<file path="src/hdl/lsbt_pkg.sv">
package lsbt_pkg;

  localparam int DATA_W       = 32;
  localparam int TERM_W       = 16;
  localparam int PHASE_W      = 16;
  localparam int IN_TDATA_W   = 144;
  localparam int OUT_TDATA_W  = 64;
  localparam int CORDIC_STEPS = 24;
  localparam int MUL_W        = 33;

  localparam logic [31:0] HALF_ROOT_Q32  = 32'd3037000500;
  localparam logic [31:0] INV_GAIN_Q32   = 32'd2608131496;
  localparam logic [47:0] SIN_FLOOR_CODE = 48'd107374;
  // 2^31 / 1e8, floored
  localparam logic [63:0] CROSS_LIMIT    = 64'd21;

  // arctangent of 2^-i in 2^-32 turn units
  function automatic logic [31:0] atan_turn(input logic [4:0] i);
    logic [31:0] a;
    case (i)
      5'd0:  a = 32'h20000000;
      5'd1:  a = 32'h12E4051E;
      5'd2:  a = 32'h09FB385B;
      5'd3:  a = 32'h051111D4;
      5'd4:  a = 32'h028B0D43;
      5'd5:  a = 32'h0145D7E1;
      5'd6:  a = 32'h00A2F61E;
      5'd7:  a = 32'h00517C55;
      5'd8:  a = 32'h0028BE53;
      5'd9:  a = 32'h00145F2F;
      5'd10: a = 32'h000A2F98;
      5'd11: a = 32'h000517CC;
      5'd12: a = 32'h00028BE6;
      5'd13: a = 32'h000145F3;
      5'd14: a = 32'h0000A2FA;
      5'd15: a = 32'h0000517D;
      5'd16: a = 32'h000028BE;
      5'd17: a = 32'h0000145F;
      5'd18: a = 32'h00000A30;
      5'd19: a = 32'h00000518;
      5'd20: a = 32'h0000028C;
      5'd21: a = 32'h00000146;
      5'd22: a = 32'h000000A3;
      5'd23: a = 32'h00000051;
      default: a = 32'h00000000;
    endcase
    return a;
  endfunction

endpackage

</file>
<file path="src/hdl/lsbt_mul.sv">
module lsbt_mul (
  input  logic                                 clk,
  input  logic signed [lsbt_pkg::MUL_W-1:0]    a,
  input  logic signed [lsbt_pkg::MUL_W-1:0]    b,
  output logic signed [2*lsbt_pkg::MUL_W-1:0]  p
);
  import lsbt_pkg::*;

  always_ff @(posedge clk) begin
    p <= a * b;
  end

endmodule

</file>
<file path="config.mk">
export PLATFORM = sky130hd
export DESIGN_NAME = lsbt_mul
export DESIGN_NICKNAME = d
export VERILOG_FILES = /design/src/hdl/lsbt_pkg.sv /design/src/hdl/lsbt_mul.sv
export SDC_FILE = /design/constraint.sdc
export NUM_CORES = 2
export LEC_CHECK = 0
export BUFFER_PORTS_ARGS = -buffer_cell sky130_fd_sc_hd__buf_4
export CORE_UTILIZATION = 65
export DETAILED_ROUTE_END_ITERATION = 12
export PLACE_DENSITY_LB_ADDON = 0.08
export SLEW_MARGIN = 20
export SYNTH_ARGS = -nofsm -noshare
export SYNTH_HDL_FRONTEND = slang
export SYNTH_SLANG_ARGS = --single-unit
</file>
<file path="constraint.sdc">
create_clock -name clk -period 11.2 [get_ports clk]
set_input_delay 1.12 -clock clk [delete_from_list [all_inputs] [get_ports clk]]
set_output_delay 1.12 -clock clk [all_outputs]
set_load 0.02 [all_outputs]
</file>
# Yosys cells after proc, flatten, opt, wreduce, memory -nomap -nowiden
# Cells that the tools add are included.
# classes
n_mul	1
# ops
cell	count
multiplier 33 x 33 -> 66 bit	1
# totals
word_cells	2
register_bits	66
output_inout_bits	66

# Longest topological paths before layout
# depth
word_depth	1
depth_mapped	27

# Worst setup path before layout
# No wires, ideal clock.
# synth_path
path_kind	input -> register
startpoint	input a[32] (netlist name)
endpoint	register p[62] (netlist name)
n_path_buf	2
cell_stages	23
slack_ns	2.844
arrival_ns	8.277
required_ns	11.121
setup_time_ns	0.079
path_cell_list	clkbuf_1 -> nand2_1 -> inv_1 -> fa_1 -> fa_1 -> fa_1 -> fa_1 -> fa_1 -> fa_1 -> fa_1 -> inv_1 -> fa_1 -> inv_1 -> ha_1 -> clkbuf_1 -> and3_1 -> nand3_1 -> nand2b_1 -> a2111oi_4 -> a211oi_4 -> a21o_2 -> a21o_1 -> a211oi_2
# synth_between
elab_chain_cells	1
# synth_lines
item	line	rtl
from (decl)	lsbt_mul.sv:3	input logic signed [lsbt_pkg::MUL_W-1:0] a,
multiplier 33 x 33 -> 66 bit	lsbt_mul.sv:10	p <= a * b;
to (signal assigned)	lsbt_mul.sv:10	
to (decl)	lsbt_mul.sv:5	output logic signed [2*lsbt_pkg::MUL_W-1:0] p
# No other way between the ends.

# Worst setup path after layout
# Ends and elaborated chain as after synthesis.

==> metrics.txt <==
Cell variety after synth 80; proportion of synthesized area in mux cells 0; delay-heaviest family, CP adder cells; CP bufs+invs 4; ys flop type dfxtp_1; GRT Residual Overflow 0; Final TNS setup 0 ps; CP cell instances buf_4 > nand2_1 > inv_1 > fa_1 > fa_1 > fa_1 > fa_1 > fa_1 > fa_1 > fa_1 > inv_1 > fa_1 > inv_1 > ha_1 > and3_1 > nand3_1 > nand2b_1 > a2111oi_4 > a211oi_4 > a21o_2 > a21o_1 > a211oi_2; simple-gate share of the synthesized area 0.158; Startpoint Class input pin; Sink Count 66; status complete, no violations; syn nets 5,767; Post-synth EDFFs 0; kind of critical path in2reg; post-route minimum period 8750 ps; Clock Root Buffer clkbuf_16; number of global-route vias before repair 31,900; Synth warnings 0; Vert. Die Dim 252 µm; final worst-path cycle share 0.781; Seq/Total Area, Yosys 0.0324; share of layout cells above drive strength 1 0.0438; via count 28,700; # port buffers 132; WL final 108,000 µm; crit path capture type flip-flop; worst min-delay path category in2reg; worst endpoint data arrival time 9030 ps; Max Cap Viol 0; CTS tree yes; CTS Buf Count 9; worst slew pin tran 1100 ps; Fin. Hold Viols 0; initial antenna violation count 3; max reg flops 66; Post-CTS Repair Setup Buffers 0; Mapped Cells 4,338; post-synthesis adder-cell area fraction 0.629; Async SR Flop Fraction 0; row cnt 91; post-cts sizing count 0; flops & latches, synth 66; synthesized area 40,700 µm²; CP max FO 33; Synth Area in Compound Gates 0.0407; Final Max Slew Viols 0; commonest non-fill, non-tap cells in the layout fa_1, inv_1, and2_1; Synth Area in XOR/XNOR 0.0146; Area Overhead vs Synth 3.78%; Synth Area per Inst 9.39 µm²; pin count of the biggest net entering global routing 34; Nets 5,692; Pre-Repair DR Iteration Count 9; Largest regs p x66; 1st-iter DRT viols 1,778; hold buffer count at CTS 0; RSZ-0062 raised after global routing no; area of the core 61,800 µm²; Slew headroom 0.264; crit path max-delay cell type fa_1; Die Width 252 µm; commonest non-fill, non-tap cell in the layout fa_1; Final Setup Violations 0; ANT cells 0; DP Wirelength 87,700 µm; CP required 11,480 ps; Ports 133; Achievable Freq 114 MHz; DRT antenna net count 0; most frequent CP cell fa_1; routability cong. 0.971; die area 63,700 µm²; htree depth 3; Starting Density 0.659; drc violations 0; Vias/cell 5.63; Routed WL per cell 21.1 µm; most flop-heavy register p; Clock transition at path regs 70 ps; first-pass GRT wire length 175,000 µm; max incr delay on CP 1330 ps; GRT Total Usage 0.363; largest family of logic cells by synthesized area adder cells; CTS max path bufs 2
==> synthesized netlist by cell type (all sizes together), types with 3 or more instances <==
| library cell | count | area share |
|---|---|---|
| fa | 1145 | 0.56 |
| inv | 1131 | 0.10 |
| and2 | 563 | 0.087 |
| nand2 | 551 | 0.051 |
| ha | 217 | 0.067 |
| clkbuf | 208 | 0.019 |
| nor2 | 68 | 0.0063 |
| dfxtp | 66 | 0.032 |
| a21oi | 61 | 0.0080 |
| xnor2 | 43 | 0.0092 |
| a21o | 38 | 0.0071 |
| o21ai | 33 | 0.0042 |
| nand3 | 26 | 0.0033 |
| xor2 | 25 | 0.0054 |
| buf | 13 | 0.0017 |
| nand2b | 12 | 0.0018 |
| nand4 | 12 | 0.0020 |
| a211oi | 11 | 0.0027 |
| o21bai | 11 | 0.0020 |
| a31oi | 9 | 0.0015 |
| nor3 | 7 | 0.00086 |
| o31ai | 7 | 0.0025 |
| a211o | 6 | 0.0013 |
| and3 | 6 | 0.0010 |
| o21a | 6 | 0.0011 |
| and4 | 5 | 0.0011 |
| nor2b | 5 | 0.00077 |
| o211ai | 5 | 0.0013 |
| a21boi | 3 | 0.00083 |
| a221oi | 3 | 0.0011 |
| nor4 | 3 | 0.00083 |
| or2 | 3 | 0.00046 |
| or3 | 3 | 0.00046 |
==> routing by layer <==
layer,routed length [µm],global-route usage,vias to the layer above
met5,13,0,-
met4,7140,0.207,2
met3,7610,0.0653,324
met2,54400,0.614,1127
met1,38800,0.440,15100
li1,-,-,12200
==> worst paths after layout <==
kind	start	end	slack [ps]	depth (start not counted)
worst min-delay path	b[0]	p[0]$_DFF_P_	1210	2
worst max-delay path	a[32]	p[62]$_DFF_P_	2450	22
==> through the flow <==
stage	hold WS (ps)	utilization	setup WS [ps]	std cells	cell area, µm²
floorplan	1250	-	2840	4338	40700
global placement	1530	0.678	2190	5089	41900
detailed placement	1530	0.678	2110	5089	41900
CTS	1200	0.684	2460	5105	42300
global route	1220	0.684	2110	5105	42300
finish	1210	0.684	2450	5105	42300
==> kinds of logic after synthesis <==
logic type	Yosys count
compound gates	219
simple gates	1271
xor+xnor	68
buf+inv	1352
fa+ha+maj	1362
flops	66
==> final cells by class <==
| cell class | instances | area (µm²) |
|---|---|---|
| Clock buffer | 11 | 243 |
| Clock inverter | 5 | 86.3 |
| Fill cell | 5063 | 19600 |
| Inverter | 1131 | 4250 |
| Multi-Input combinational cell | 2920 | 34300 |
| Sequential cell | 66 | 1320 |
| Tap cell | 837 | 1050 |
| Timing Repair Buffer | 135 | 1010 |
Power is not shown: default switching activity piles up to over one toggle a cycle in this logic, so the estimate is an artifact.
