<file path="src/hdl/lsbt_pkg.sv">
package lsbt_pkg;

  localparam int DATA_W       = 32;
  localparam int TERM_W       = 16;
  localparam int PHASE_W      = 16;
  localparam int IN_TDATA_W   = 144;
  localparam int OUT_TDATA_W  = 64;
  localparam int CORDIC_STEPS = 24;
  localparam int MUL_W        = 33;

  localparam logic [31:0] HALF_ROOT_Q32  = 32'd3037000500;
  localparam logic [31:0] INV_GAIN_Q32   = 32'd2608131496;
  localparam logic [47:0] SIN_FLOOR_CODE = 48'd107374;
  // 2^31 / 1e8, floored
  localparam logic [63:0] CROSS_LIMIT    = 64'd21;

  // arctangent of 2^-i in 2^-32 turn units
  function automatic logic [31:0] atan_turn(input logic [4:0] i);
    logic [31:0] a;
    case (i)
      5'd0:  a = 32'h20000000;
      5'd1:  a = 32'h12E4051E;
      5'd2:  a = 32'h09FB385B;
      5'd3:  a = 32'h051111D4;
      5'd4:  a = 32'h028B0D43;
      5'd5:  a = 32'h0145D7E1;
      5'd6:  a = 32'h00A2F61E;
      5'd7:  a = 32'h00517C55;
      5'd8:  a = 32'h0028BE53;
      5'd9:  a = 32'h00145F2F;
      5'd10: a = 32'h000A2F98;
      5'd11: a = 32'h000517CC;
      5'd12: a = 32'h00028BE6;
      5'd13: a = 32'h000145F3;
      5'd14: a = 32'h0000A2FA;
      5'd15: a = 32'h0000517D;
      5'd16: a = 32'h000028BE;
      5'd17: a = 32'h0000145F;
      5'd18: a = 32'h00000A30;
      5'd19: a = 32'h00000518;
      5'd20: a = 32'h0000028C;
      5'd21: a = 32'h00000146;
      5'd22: a = 32'h000000A3;
      5'd23: a = 32'h00000051;
      default: a = 32'h00000000;
    endcase
    return a;
  endfunction

endpackage

</file>
<file path="src/hdl/lsbt_sqdiv.sv">
module lsbt_sqdiv (
  input  logic               clk,
  input  logic               rst,
  input  logic               start,
  input  logic [63:0]        acc,
  input  logic [47:0]        sq,
  output logic               done,
  output logic signed [31:0] q_out
);
  import lsbt_pkg::*;

  typedef enum logic [2:0] {SD_IDLE, SD_SQRT, SD_PREP, SD_DIV, SD_FIN} sd_state_t;
  sd_state_t state;

  logic [63:0] v;
  logic [63:0] r;
  logic [4:0]  k;
  logic        neg;
  logic [63:0] mag;
  logic [70:0] num;
  logic [31:0] rem;
  logic [33:0] q;
  logic        ovf;
  logic [6:0]  cnt;

  logic [63:0] bitv;
  logic [63:0] trial;
  logic        sq_ge;
  logic [32:0] rem_sh;
  logic [32:0] rem_sub;
  logic        dv_ge;
  logic [31:0] d;
  logic        big_pos;
  logic        big_neg;

  assign d       = r[31:0];
  assign bitv    = 64'd1 << {k, 1'b0};
  assign trial   = r + bitv;
  assign sq_ge   = v >= trial;
  assign rem_sh  = {rem, num[70]};
  assign rem_sub = rem_sh - {1'b0, d};
  assign dv_ge   = rem_sh >= {1'b0, d};
  assign big_pos = ovf | (q[33:31] != 3'd0);
  assign big_neg = ovf | (q[33:32] != 2'd0) | (q[31] & (q[30:0] != 31'd0));

  always_ff @(posedge clk) begin
    if (rst) begin
      state <= SD_IDLE;
      done  <= 1'b0;
    end else begin
      done <= (state == SD_FIN) || ((state == SD_PREP) && (d == 32'd0));
      case (state)
        SD_IDLE: begin
          if (start) begin
            v     <= {1'b0, sq, 15'd0};
            r     <= 64'd0;
            k     <= 5'd31;
            neg   <= acc[63];
            mag   <= acc[63] ? (~acc + 64'd1) : acc;
            state <= SD_SQRT;
          end
        end
        SD_SQRT: begin
          if (sq_ge) begin
            v <= v - trial;
            r <= (r >> 1) + bitv;
          end else begin
            r <= r >> 1;
          end
          if (k == 5'd0) state <= SD_PREP;
          k <= k - 5'd1;
        end
        SD_PREP: begin
          if (d == 32'd0) begin
            q_out <= '0;
            state <= SD_IDLE;
          end else begin
            num   <= {mag, 7'd0} + {39'd0, (d >> 1)};
            rem   <= 32'd0;
            q     <= 34'd0;
            ovf   <= 1'b0;
            cnt   <= 7'd70;
            state <= SD_DIV;
          end
        end
        SD_DIV: begin
          rem <= dv_ge ? rem_sub[31:0] : rem_sh[31:0];
          num <= {num[69:0], 1'b0};
          q   <= {q[32:0], dv_ge};
          ovf <= ovf | q[33];
          if (cnt == 7'd0) state <= SD_FIN;
          cnt <= cnt - 7'd1;
        end
        SD_FIN: begin
          if (neg) q_out <= big_neg ? 32'sh80000000 : -$signed(q[31:0]);
          else     q_out <= big_pos ? 32'sh7FFFFFFF : $signed(q[31:0]);
          state <= SD_IDLE;
        end
        default: state <= SD_IDLE;
      endcase
    end
  end

endmodule

</file>
<file path="config.mk">
export PLATFORM = sky130hd
export DESIGN_NAME = lsbt_sqdiv
export DESIGN_NICKNAME = d
export VERILOG_FILES = /design/src/hdl/lsbt_pkg.sv /design/src/hdl/lsbt_sqdiv.sv
export SDC_FILE = /design/constraint.sdc
export NUM_CORES = 1
export LEC_CHECK = 0
export ABC_AREA = 0
export ABC_CLOCK_PERIOD_IN_PS = 12900
export BUFFER_PORTS_ARGS = -buffer_cell sky130_fd_sc_hd__buf_2
export CORE_MARGIN = 2
export CORE_UTILIZATION = 39
export DETAILED_ROUTE_END_ITERATION = 10
export GPL_TIMING_DRIVEN = 0
export PLACE_DENSITY = 0.61
export SLEW_MARGIN = 0
export SYNTH_ARGS = -nofsm -noshare
export SYNTH_HDL_FRONTEND = slang
export SYNTH_SLANG_ARGS = --single-unit
</file>
<file path="constraint.sdc">
create_clock -name clk -period 12.9 [get_ports clk]
set_input_delay 1.935 -clock clk [delete_from_list [all_inputs] [get_ports clk]]
set_output_delay 1.935 -clock clk [all_outputs]
set_load 0.05 [all_outputs]
</file>
======== Word level (Yosys, flattened, before mapping) ========
Cells that the tools add are included.
operators by class
  $add $sub $neg .......................... 9
  order comparisons ....................... 2
  equality and inequality tests ........... 10
  shift operators ......................... 1
  muxes and demuxes ....................... 30
  bitwise gates (word level) .............. 7
  reductions and logical operators ........ 18
operators with widths
  operator                                                            count
  64-bit 2-to-1 mux                                                   4
  64-bit case mux with 2 select lines                                 2
  32-bit 2-to-1 mux                                                   6
  71-bit case mux with 2 select lines                                 1
  32-bit case mux with 2 select lines                                 2
  71-bit by 31-bit adder with 71-bit output                           1
  71-bit 2-to-1 mux                                                   1
  34-bit case mux with 2 select lines                                 1
  63-bit by 64-bit adder with 64-bit output                           1
  64-bit by 1-bit adder with 64-bit output, second input constant     1
  64-bit adder                                                        1
  64-bit >= comparator                                                1
  64-bit NOT                                                          1
  1-bit by 6-bit left shift with 64-bit output, first input constant  1
  64-bit subtractor                                                   1
  63-bit 2-to-1 mux                                                   1
  34-bit 2-to-1 mux                                                   1
  33-bit by 32-bit >= comparator with 1-bit output                    1
  32-bit logical NOT                                                  1
  32-bit negation                                                     1
  32-bit subtractor                                                   1
  31-bit nonzero test                                                 1
  3-bit AND reduction                                                 5
  7-bit case mux with 2 select lines                                  1
  26 further kinds                                                    39
storage, ports and cells
  flip-flop bits (word level) ............. 379
  input port bits ......................... 115
  output and inout bits ................... 33

======== Depth between registers and ports, before layout ========
Gate-level depths: netlist of run 1.
  word-level depth ........................ 6
  gate-level depth with buffers ........... 29

======== Least setup slack after synthesis of run 1 ========
Ideal clock, no wire load.
  kind .................................... register to register
  from .................................... register k[4]
  to ...................................... register v[0], enable pin
  arrival time ............................ 10,458 ps
  data required time ...................... 12,319 ps
  path slack .............................. 1,861 ps
  cell stages (with the launch flop) ...... 29
  path buffers ............................ 5
  period minus slack after synthesis ...... 11,039 ps
  cell sequence ........................... edfxtp_1 clkbuf_1 nand2b_1 clkbuf_1 nor2_1 ha_1 a31oi_1 o22ai_1 a211oi_1 a21oi_1 a31oi_1 o21ai_0 nand2_1 nand3_1 a21oi_1 xor2_1 ha_1 clkbuf_1 nand3_1 or3_1 nor4_1 o2111a_1 a211o_1 nor4_1 o21ai_1 nand2_1 clkbuf_1 clkbuf_1 o31ai_1
between the ends
  word-level cells in the longest chain between the ends .. 5
ends and longest elaborated chain
  element                                       line              RTL
  start: declaration                            lsbt_sqdiv.sv:17  logic [4:0] k;
  start signal: assignment                      lsbt_sqdiv.sv:71  k <= k - 5'd1;
  1-bit by 6-bit left shift with 64-bit output  lsbt_sqdiv.sv:37  assign bitv = 64'd1 << {k, 1'b0};
  64-bit adder                                  lsbt_sqdiv.sv:38  assign trial = r + bitv;
  64-bit >= comparator                          lsbt_sqdiv.sv:39  assign sq_ge = v >= trial;
  2-bit inequality test (no source line)        -
  4-bit AND reduction (no source line)          -
  end signal: assignment                        lsbt_sqdiv.sv:55  v <= {1'b0, sq, 15'd0};
  end signal: assignment                        lsbt_sqdiv.sv:65  v <= v - trial;
  end: declaration                              lsbt_sqdiv.sv:15  logic [63:0] v;
No other way between the ends.
A chain may end at the register's enable or synchronous reset.

======== Worst setup path in the final report of run 1 ========
  from .................................... register k[2]
  to ...................................... register v[56], enable pin
The elaborated chain is that of the path after synthesis.

==> results of run 1 <==
synth_stat cells, drive strengths merged, types with 77 or more instances:
| cell | count | share of area, % |
|---|---|---|
| o21ai | 264 | 4.6 |
| a31oi | 77 | 1.6 |
| nand3 | 85 | 1.5 |
| nand2 | 339 | 4.3 |
| clkbuf | 144 | 1.8 |
| nor2 | 328 | 4.2 |
| a21oi | 257 | 4.4 |
| ha | 193 | 8.2 |
| inv | 88 | 1.1 |
| edfxtp | 375 | 38 |
| xnor2 | 201 | 6.0 |
| xor2 | 102 | 3.0 |
worst reg2reg max path, delay by kind of cell, from the launching register on:
family	cells	cell delay, ns
flops	1	0.38
buf+inv	7	2.27
fa+ha+maj	2	0.65
compound gates	11	4.09
simple gates	9	2.31
xor+xnor	1	0.10
cell type report:
class,instances,area share (%)
clock inverter,22,0.6232
multi-input combinational,2684,51.97
sequential,379,34.24
inverter,88,0.9972
clock buffer,61,3.705
tap,969,3.660
timing repair buffer,160,3.037
buffer,156,1.771
power by group through the flow:
stage	sequential (mW)	combinational (mW)	clock, mW
finish	1.58	1.43	1.27
global route	1.59	1.57	1.34
CTS	1.58	1.41	1.30
detailed placement	1.61	1.40	0
global placement	1.63	1.38	0
floorplan	1.58	0.999	0
layer usage:
| layer | GRT usage (%) | up-vias | routed length, µm |
|---|---|---|---|
| met3 | 3.339 | 155 | 4982 |
| met2 | 36.61 | 767 | 40930 |
| met1 | 30.25 | 12400 | 40650 |
| met5 | 0.6879 | - | 72 |
| li1 | - | 12750 | - |
| met4 | 7.058 | 2 | 2727 |
logic make-up after synthesis:
group	Yosys count	synth area share, %
and+or+nand+nor	1191	19.51
AOI/OAI and AO/OA	967	20.50
buffers and inverters	244	3.116
muxes	27	0.9181
adders and majority gates	196	8.408
xor gates and xnor gates	303	9.016
DFF	379	38.53
final timing paths:
path	startpoint	end	slack [ns]	cells after the start
hold reg to reg	num[1]	num[2]	0.52	2
setup / recovery	k[2]	v[56]	2.82	30
hold / removal	num[1]	num[2]	0.52	2
setup reg to reg	k[2]	v[56]	2.82	30
registers in the layout, summed over array words and instances, names as in the netlist:
register  count
k             5
mag          64
ovf           1
state         3
q_out        32
rem          32
done          1
num          71
r            64
q            34
v            64
cnt           7
neg           1
==> run summary, run 1 <==
Share of flip-flops with an asynchronous set or reset: 0%
Endpoints failing setup: 0
Crit Path Class: reg -> reg
Leak: 12.01 nW
CTS tree: done
Vias in the first global route: 24700
Initial core utilization: 39.47%
Die Y-Extent: 278.7 µm
Combinational Power Share: 33.4%
Critical-path top delay cell: o21ai_1
GR Util All Layers: 22.33%
Total global routing overflow: 0
Syn. warnings: 0
Delay-heaviest family, CP: compound AO/OA/AOI/OAI gates
Via/cell ratio: 5.770
Antenna Cells: 0
Share of cells above drive strength 1: 7.859%
Sequential share of the synthesized area: 38.53%
Most frequent cells in the layout: edfxtp_1 (375), nand2_1 (339), nor2_1 (327)
Die area: 0.07769 mm²
Internal power: 2.710 mW
Hpwl dp: 68.51 mm
DRT Pass-1 Iters: 7
Commonest non-fill, non-tap cell in the layout: edfxtp_1
Slew Limit Fails: 0
F_max: 0.09925 GHz
Root Buffer: clkbuf_16
Drt wl/cell: 19.77 µm
Clock Skew: 0.02350 ns
Worst Setup Start Kind: flip-flop
IR drop worst, VDD: 0.09355 mV
Headroom to the max-slew limit: 27.94%
Max Cap Viol: 0
Initial antenna violation count: 2
Sum Neg Setup Slack: 0 ns
Top Ports: 148
Post-cts resize count: 0
DRT Wirelength: 89.36 mm
Core Util, Final: 44.42%
Status: finished, final reports clean
Initial DRC count: 2276
Net Sw Power: 1.570 mW
Clock power share: 29.6%
CP max stage delay: 0.77 ns
Fillers: 7473
Multi-input gate area: 0.01722 mm²
Post-route design area: 0.03313 mm²
Final antenna-violating net count: 0
Placed insts: 4436
Setup WS post-layout: 2.825 ns
Core footprint: 0.07457 mm²
Synth Instances: 3307
Flop pwr share: 37.0%
Gpl congestion: 0.9556
Largest net degree at the start of global routing: 47
Post-Syn Area: 0.02944 mm²
Storage element area: 0.01134 mm²
# port buffers: 146
Distinct cells, synth: 75
Setup WS pre-CTS: 3.209 ns
Final Hold Viols: 0
Top_reg_cell synth: edfxtp_1
Final worst path period share: 78.10%
Post-CTS setup buffers: 0
Die X: 278.7 µm
Worst-margin pin slew: 1.081 ns
CP dominant cell by count: clkbuf_1
Critical path arrival: 10.38 ns
Clk slew on worst S/H paths: 0.06 ns
Synthesized area per cell: 8.901 µm²
Cts bufs inserted: 46
Tot Pwr: 4.280 mW
Min Tclk post-route: 10.08 ns
Hold_buf cts: 0
Via count: 26070
Post-synth EDFFs: 375
Worst skew pair latency: 0.62 ns
Post-DP Area: 0.03169 mm²
DRC viols: 0
Longest Clk Path Bufs: 3
Yosys reg bits: 379
Sw Share: 36.68%
Rows: 100
RSZ-0062 raised after global routing: no
First-pass GRT wire length: 137.6 mm
Worst hold path type: reg -> reg
Crit path capture type: flip-flop
Worst path buffer plus inverter count: 7
Nets: 3826
Synthesized net count: 3618
Worst EP required: 13.21 ns
Cell Count, Final, Fillers Out: 4519
Pwr dens: 129.2 mW/mm²
Clock sink total: 379
Crit Path Max Fanout: 18
Htree depth: 2
Hold_ws: 0.5227 ns
Area Overhead vs Synth: 12.54%
(Power assumes the default switching activity.)
==> run 2: changes to the inputs <==
- ABC_CLOCK_PERIOD_IN_PS: 12900 -> 9500
- clock period: 12.9 -> 9.5 ns (I/O delays scaled with it)
==> run 2 against run 1 <==
  * Clock power up 44%
  * Critical path depth up 1
  * Cell area up 0.53%
  * Global-route usage up 0.16 points
==> run summary, run 2 (same netlist as run 1, synthesis figures left out) <==
Status: finished, final reports clean
Die X: 278.7 µm
Worst path buffer plus inverter count: 8
Initial antenna violation count: 2
Core footprint: 0.07457 mm²
Critical-path top delay cell: o31ai_4
Sw Share: 36.37%
Worst Setup Start Kind: flip-flop
Post-DP Area: 0.03171 mm²
Final worst path period share: 95.42%
CP dominant cell by count: clkbuf_1
Crit path capture type: flip-flop
Clock power share: 30.9%
Gpl congestion: 0.9567
Hold_ws: 0.5278 ns
Htree depth: 2
Initial core utilization: 39.47%
Storage element area: 0.01134 mm²
DRC viols: 0
Headroom to the max-slew limit: 24.46%
Worst Setup SP: k[4]
Worst hold path type: reg -> reg
Slew Limit Fails: 0
Hpwl dp: 68.53 mm
Drt wl/cell: 19.77 µm
Multi-input gate area: 0.01722 mm²
Leak: 12.11 nW
Endpoints failing setup: 0
Vias in the first global route: 24660
Rows: 100
Final Hold Viols: 0
Longest Clk Path Bufs: 3
CTS tree: done
Combinational Power Share: 32.9%
Worst r2r src: k[4]
Via/cell ratio: 5.732
DRT Pass-1 Iters: 7
Clock Skew: 0.04492 ns
Worst EP required: 9.80 ns
Clock sink total: 379
Register with the most flip-flops: num
GR Util All Layers: 22.48%
Area Overhead vs Synth: 13.13%
Die area: 0.07769 mm²
Clk slew on worst S/H paths: 0.06 ns
DRT Wirelength: 89.47 mm
Initial DRC count: 2028
Fillers: 7370
Min Tclk post-route: 9.065 ns
RSZ-0062 raised after global routing: no
Hold Crit Start: num[41]
Max reg flops: 71
Top Ports: 148
Commonest non-fill, non-tap cell in the layout: edfxtp_1
Post-route design area: 0.03330 mm²
Root Buffer: clkbuf_16
Hold_buf cts: 0
Critical path arrival: 9.37 ns
# port buffers: 146
Crit Path Max Fanout: 19
Internal power: 3.777 mW
Via count: 25940
Largest net degree at the start of global routing: 42
First-pass GRT wire length: 138.8 mm
Flop pwr share: 36.2%
F_max: 0.1103 GHz
Cts bufs inserted: 46
Final antenna-violating net count: 0
Most frequent cells in the layout: edfxtp_1 (375), nand2_1 (339), nor2_1 (327)
Crit Path Class: reg -> reg
Net Sw Power: 2.159 mW
Share of cells above drive strength 1: 8.127%
CP max stage delay: 0.48 ns
Total global routing overflow: 0
Tot Pwr: 5.936 mW
Die Y-Extent: 278.7 µm
Pwr dens: 178.2 mW/mm²
Worst skew pair latency: 0.63 ns
Worst-margin pin slew: 1.133 ns
Delay-heaviest family, CP: compound AO/OA/AOI/OAI gates
Nets: 3830
Max Cap Viol: 0
IR drop worst, VDD: 0.1376 mV
[run 2: final timing paths]
path                            endpoint  slack [ns]  depth (start not counted)
worst max register to register     v[15]        0.44                         31
worst min register to register   num[42]        0.53                          2
worst max-delay path               v[15]        0.44                         31
worst min-delay path             num[42]        0.53                          2
[run 2: stage by stage]
step                instances  util, %  setup slack, ns  TNS (ns)
detailed placement       4436    42.52          -0.2215    -4.822
finish                   4526    44.66           0.4350         0
CTS                      4521    44.59          0.03350         0
global route             4525    44.65          0.02538         0
floorplan                3307        -           0.4709         0
global placement         4422    42.09           -3.972   -680.93
[run 2: what timing repair did]
item | CTS | global route
setup buffers | 0 | 4
resized for setup | 1 | 4
pin swaps | 0 | 2
cloned | 0 | 0
setup endpoints to repair | 63 | 78
[run 2: worst reg2reg max path: cells and delay by family (launching register included)]
kind | cells | cell delay (ns)
buf+inv | 8 | 2.23
fa+ha+maj | 2 | 0.65
compound gates | 11 | 3.20
xor+xnor | 1 | 0.11
simple gates | 9 | 2.19
flops | 1 | 0.36
[run 2: layer usage]
metal | vias to the layer above | GRT usage, % | share of wire, %
met1 | 12280 | 30.57 | 45
met5 | - | 0 | 0
li1 | 12770 | - | -
met3 | 149 | 3.221 | 6.0
met2 | 742 | 36.97 | 46
met4 | 0 | 7.017 | 3.0
[run 2: power groups by stage]
| stage | logic, mW | clock network, mW | registers (mW) |
|---|---|---|---|
| 2_1_floorplan | 1.36 | 0 | 2.14 |
| 3_3_place_gp | 1.87 | 0 | 2.21 |
| 3_5_place_dp | 1.91 | 0 | 2.18 |
| 4_1_cts | 1.92 | 1.87 | 2.15 |
| 5_1_grt | 2.15 | 1.93 | 2.16 |
| 6_report | 1.95 | 1.83 | 2.15 |
[run 2: area by class of cell]
class                   count  share of cell area [%]
multi-input cells        2684                   51.72
clock inverters            24                  0.9393
clock buffers              61                   3.686
flip-flops and latches    379                   34.05
repair buffers            164                   3.194
plain buffers             156                   1.766
well taps                 969                   3.641
inverters                  88                  0.9919
diodes                      1                0.007514
